==> src/rtl/core/c2d_pkg.sv <==
package c2d_pkg;

   localparam int KERNEL        = 4;
   localparam int MAX_WIDTH     = 1024;
   localparam int PIXEL_BITS    = 16;

   localparam int IN_BITS       = 16;
   localparam int COEF_BITS     = 16;
   localparam int NUM_COEF_ROWS = 4;
   localparam int OUT_BITS      = 36;

   localparam int TAPS          = KERNEL - 1;
   localparam int LINE_BITS     = TAPS * PIXEL_BITS;
   localparam int COL_BITS      = $clog2(MAX_WIDTH);
   localparam int PROD_BITS     = PIXEL_BITS + COEF_BITS;
   localparam int CSUM_BITS     = PROD_BITS + $clog2(KERNEL);

   localparam int CSR_DATA_BITS  = 64;
   localparam int CSR_IDX_BITS   = 3;
   localparam int WIDTH_REG_BITS = 11;
   localparam int CLAMP_BITS     = (WIDTH_REG_BITS > COL_BITS + 1) ?
                                   WIDTH_REG_BITS : COL_BITS + 1;
   localparam int COEF_IDX_BITS  = $clog2(NUM_COEF_ROWS);

   localparam logic [CSR_IDX_BITS-1:0] CSR_IMAGE_WIDTH = 3'd0;
   localparam logic [CSR_IDX_BITS-1:0] CSR_COEF_ROW0   = 3'd1;
   localparam logic [CSR_IDX_BITS-1:0] CSR_COEF_ROW3   = 3'd4;

   typedef logic signed [PIXEL_BITS-1:0] pixel_type;
   typedef logic signed [COEF_BITS-1:0]  coef_type;
   typedef logic signed [CSUM_BITS-1:0]  csum_type;

   typedef struct packed {
      logic shift;
      logic prod;
      logic sum;
   } cell_ctrl_type;

endpackage

==> src/rtl/core/c2d_cell.sv <==
module c2d_cell
   import c2d_pkg::*;
(
   input  logic          clock,
   input  logic          reset,
   input  cell_ctrl_type ctrl,
   input  pixel_type     col_in  [KERNEL],
   output pixel_type     col_out [KERNEL],
   input  coef_type      coef    [KERNEL],
   output csum_type      col_sum
);

   pixel_type                    win_ff  [KERNEL];
   pixel_type                    win_in  [KERNEL];
   logic signed [PROD_BITS-1:0]  prod_ff [KERNEL];
   logic signed [PROD_BITS-1:0]  prod_in [KERNEL];
   csum_type                     sum_ff;
   csum_type                     sum_in;

   always_comb begin
      for (int i = 0; i < KERNEL; i++) begin
         win_in[i]  = ctrl.shift ? col_in[i] : win_ff[i];
         prod_in[i] = PROD_BITS'(win_ff[i]) * PROD_BITS'(coef[i]);
      end
   end

   always_comb begin
      sum_in = '0;
      for (int i = 0; i < KERNEL; i++) begin
         sum_in = sum_in + CSUM_BITS'(prod_ff[i]);
      end
   end

   always_ff @(posedge clock) begin
      if (reset) begin
         for (int i = 0; i < KERNEL; i++) begin
            win_ff[i] <= '0;
         end
      end else begin
         for (int i = 0; i < KERNEL; i++) begin
            win_ff[i] <= win_in[i];
         end
      end
   end

   always_ff @(posedge clock) begin
      if (ctrl.prod) begin
         for (int i = 0; i < KERNEL; i++) begin
            prod_ff[i] <= prod_in[i];
         end
      end
      if (ctrl.sum) begin
         sum_ff <= sum_in;
      end
   end

   assign col_out = win_ff;
   assign col_sum = sum_ff;

endmodule

==> config.mk <==
export PLATFORM = sky130hd
export DESIGN_NAME = c2d_cell
export DESIGN_NICKNAME = d
export VERILOG_FILES = /design/src/rtl/core/c2d_pkg.sv /design/src/rtl/core/c2d_cell.sv
export SDC_FILE = /design/constraint.sdc
export NUM_CORES = 2
export LEC_CHECK = 0
export BUFFER_PORTS_ARGS = -buffer_cell sky130_fd_sc_hd__clkbuf_2
export CORE_MARGIN = 1
export CORE_UTILIZATION = 65
export DETAILED_ROUTE_END_ITERATION = 16
export PLACE_DENSITY = 0.92
export SKIP_LAST_GASP = 1
export SLEW_MARGIN = 40
export SYNTH_ARGS = -nofsm -noshare
export SYNTH_HDL_FRONTEND = slang
export SYNTH_SLANG_ARGS = --single-unit
==> constraint.sdc <==
create_clock -name clock -period 18.2 [get_ports clock]
set_clock_uncertainty 0.05 [all_clocks]
set_input_delay 0.91 -clock clock [delete_from_list [all_inputs] [get_ports clock]]
set_output_delay 0.91 -clock clock [all_outputs]
set_load 0.01 [all_outputs]
* Word-level counts from Yosys, hierarchy flattened
Memories as Yosys holds them, arrays and structs flattened. Cells that the tools add are included.
Storage, ports and cells: register bits after elaboration 98, bits in writable memories 128, input port bits 133, output and inout port bits 98, memories 1
Memories:
- prod_ff | words 4, bits a word 32, rd ports 4, clocked after memory_dff 0, write ports 4, line c2d_cell.sv:15 | logic signed [PROD_BITS-1:0] prod_ff [KERNEL];
Cells by class: add/subtract/negate cells 3, $mul 4, multiplexer cells 2
Operator list (count):
- $mul 16x16->32 | 4
- $add 33x32->34 | 1
- $add 34x32->34 | 1
- $add 32x32->33 | 1
- $mux 1 | 2

* Depth between registers and ports, before layout
word-level depth 3, gate-level depth with buffers 23, gate-level depth less buffers 21

* Worst setup path before layout
Ideal clock, no wire load.
path type input to register, from in coef[49] (netlist bit), to mem prod_ff[0][30] (netlist bit) (data pin), library setup time 263 ps, arrival time 6285 ps, slack 11603 ps, stages on the path 20, cells stage by stage clkbuf_1 > nand2_1 > inv_1 > fa_1 > fa_1 > fa_1 > fa_1 > fa_1 > inv_1 > fa_1 > inv_1 > ha_1 > and3_1 > nand3_1 > a211oi_1 > a32o_1 > nor2_1 > o31ai_1 > o41ai_2 > xnor2_1
RTL lines:
- start: declaration | line c2d_cell.sv:9 | input coef_type coef [KERNEL],
- end: declaration | line c2d_cell.sv:15

==> qor.log <==
[final_layout] number of inserted filler cells in the final layout 5,007
[worst_setup_path] CP startpoint kind flip-flop
[grt] initial antenna violation count 1
[synth] Synth top area share 0.4514
[sta] Fin. Hold Viols 0
[cts] clock tree root driver cell clkbuf_16
[worst_setup_path] buffers and inverters on the worst path 3
[sta] Slew @ Worst Pin 0.8965 ns
[floorplan] Core Region 74,820 um^2
[synth] synthesized netlist net count 6,608
[cts] number of H-tree branching levels 1
[floorplan] I/O pins 231
[cts] number of sinks on the clock net 226
[status] outcome completed
[worst_setup_path] crit path max fanout 18
[worst_setup_path] CP Class flip-flop to flip-flop
[pwr] power density normalized to cell area 194.9 nW/um^2
[worst_setup_path] kind of cell adding the most delay to the critical path adder cells
[worst_setup_path] Max stage delay cell, worst path fa_1
[floorplan] starting density of the core 0.6597
[worst_setup_path] startpoint of the worst-slack reg-to-reg timing path col_out[31]
[worst_setup_path] launch point of the worst path col_out[31]
[synth] Syn Std Cell Area 49,360 um^2
[worst_setup_path] critical path data arrival time 7.12 ns
[sta] setup repair after global routing missed its margin no
[floorplan] Total Die Area 77,050 um^2
[placed_design] final HPWL from detailed placement 99,600 um
[floorplan] overall die width 277.6 um
[drt] Initial DRC Count 2,842
[cts] CTS tree yes
[placed_design] IO Port Bufs 230
[worst_setup_path] WP data required 18.49 ns
[pwr] IR Drop Worst-Case VDD 344.6 uV
[final_layout] diodes inserted 0
[drt] DR pass1 iterations 8
[cts] number of buffers inserted during clock tree synthesis 30
[sta] shortest clock period the worst path allows after layout 6.830 ns
[sta] Tcrit/Tclk final 0.3753
[final_layout] share of cells above drive strength 1 0.06335
[sta] endpoints failing setup 0
[synth] Gate Count Post-Synth 5,001
[cts] clock latency at the later pin of the worst-skew pair 0.62 ns
[floorplan] Die Height 277.6 um
[final_layout] area of the multi-input gates 38,230 um^2
[drt] routed wire length 124,200 um
[cts] buffers inserted by post-CTS timing repair 0
[drt] post-detailed-route DRC marker count 0
[final_layout] Post-Route Utilization 0.6994
[synth] part of the Yosys area used for sequential elements 0.1245
[synth] FF+latch count, synth 226
[min_path] hold path startpoint col_in[60]
[sta] tightest slew margin relative to the limit 0.4015
[placed_design] GPL Wtd Cong 0.9275
[sta] total negative slack 0 ns
[cts] number of buffers added to fix hold violations after cts 0
[worst_setup_path] cell-by-cell trace of the critical path nand2_1 -> inv_1 -> fa_1 -> fa_1 -> fa_1 -> fa_1 -> fa_1 -> inv_1 -> fa_1 -> inv_1 -> ha_1 -> and4_1 -> and2_1 -> nand3_1 -> a21oi_1 -> o21ai_1 -> a21o_1 -> a21boi_1
[drt] vias per inst 5.911
[synth] share of async-settable or async-resettable flops after synthesis 0
[worst_setup_path] cell type with the highest occurrence count on the critical path fa_1
[worst_setup_path] Crit. End Element flip-flop
[synth] Synth Flop Type edfxtp_1
[grt] total global-route track usage 0.3364
[sta] Max Slew Vio Count 0
[worst_setup_path] critical path's largest stage delay 0.89 ns
[synth] ranking of synthesized cells by area fa_1, edfxtp_1, ha_1
[grt] maximum number of pins on one net before global-route repair 66
[synth] biggest area consumer among synthesized cells fa_1
[pwr] leakage power 26.61 nW
[floorplan] number of cell rows 100
[synth] count of flip-flops with a built-in enable after synthesis 162
[sta] Max Clk Rate 146.4 MHz
[grt] first-pass GRT wire length 203,900 um
[synth] leading post-synthesis cells by instance count inv_1, fa_1, nand2_1
[synth] mean area per synthesized cell 9.870 um^2
[synth] Unique masters post-synth 78
[cts] maximum root-to-sink buffer count 3
[synth] cell with the most instances after synthesis inv_1
[run] max capacitance violation total 0
[drt] total via count in the routed design 36,145
[drt] average routed wire per standard cell 20.32 um
[synth] Yosys warnings 0
[grt] vias in the first global route 40,567
[drt] antenna violation net count after detailed routing 0
[final_layout] Layout Nets 6,729
[cts] Post-CTS Resized 0
[final_layout] Area growth, synth to finish 6.015%
[final_layout] register area 6151 um^2
[sta] hold_ws 0.4697 ns
[min_path] worst hold path class input pin to flip-flop
[cts] clock slew seen by the registers of the worst setup and hold paths 0.07 ns
[grt] GRT Residual Overflow 0
[registers in the layout, summed over array words and instances, names as in the netlist]
name     count
col_out     64
prod_ff    128
col_sum     34
[final timing paths]
kind / endpoint / slack [ns] / cells after the start
setup / recovery: prod_ff[2][29] / 11.37 / 18
setup reg to reg: prod_ff[2][29] / 11.37 / 18
hold reg to reg: col_sum[0] / 0.53 / 1
hold / removal: col_out[60] / 0.47 / 3
[worst reg2reg max path, stage by stage (launching register included)]
cell and delay, ns:
dfxtp_1 0.78, nand2_1 0.25, inv_1 0.18, fa_1 0.54
fa_1 0.90, fa_1 0.53, fa_1 0.54, fa_1 0.53
inv_1 0.06, fa_1 0.49, inv_1 0.05, ha_1 0.38
and4_1 0.26, and2_1 0.20, nand3_1 0.09, a21oi_1 0.27
o21ai_1 0.15, a21o_1 0.20, a21boi_1 0.12
[cell usage in the layout, fill, tap and decap left out, types with 98 or more instances in the layout]
cell type,count
inv_1,1178
nand2_1,521
clkbuf_2,226
edfxtp_1,162
nor2_1,195
and2_1,507
ha_1,361
fa_1,1113
a21oi_1,98
xnor2_1,133
[metrics by stage]
step | total power, mW | std cells | area [um^2] | worst slack, ns
CTS | 9.953 | 6114 | 52300 | 11.44
finish | 10.20 | 6115 | 52330 | 11.37
global route | 10.96 | 6115 | 52330 | 11.03
floorplan | 6.817 | 5001 | 49360 | 11.60
detailed placement | 9.118 | 6058 | 51240 | 11.04
global placement | 8.814 | 6057 | 51220 | 11.17
[area by class of cell]
class                           count  share of cell area
Clock inverter                     22            0.005236
Inverter                         1179             0.08457
Tap cell                          969             0.02317
Multi-Input combinational cell   3447              0.7306
Timing Repair Buffer              238             0.02391
Clock buffer                       34             0.01502
Sequential cell                   226              0.1175
[routing by layer]
metal | routed length [um] | track usage | vias up
met4 | 6722 | 0.1609 | 0
li1 | - | - | 15270
met2 | 62930 | 0.5818 | 2030
met1 | 42450 | 0.4049 | 18329
met5 | 0 | 0 | -
met3 | 12130 | 0.06570 | 516
[power breakdown]
part / switching, mW / internal (mW)
sequential: 0.189 / 1.11
combinational: 5.07 / 3.18
clock: 0.274 / 0.374
[cell families after synthesis]
family	count (synthesis)	share of synthesized area
adders and majority gates	1474	0.5429
and+or+nand+nor	1369	0.1367
buffers and inverters	1328	0.1010
AOI/OAI and AO/OA	381	0.05366
DFF	226	0.1245
xor gates and xnor gates	158	0.02803
muxes	65	0.01318
(Power assumes the default switching activity.)
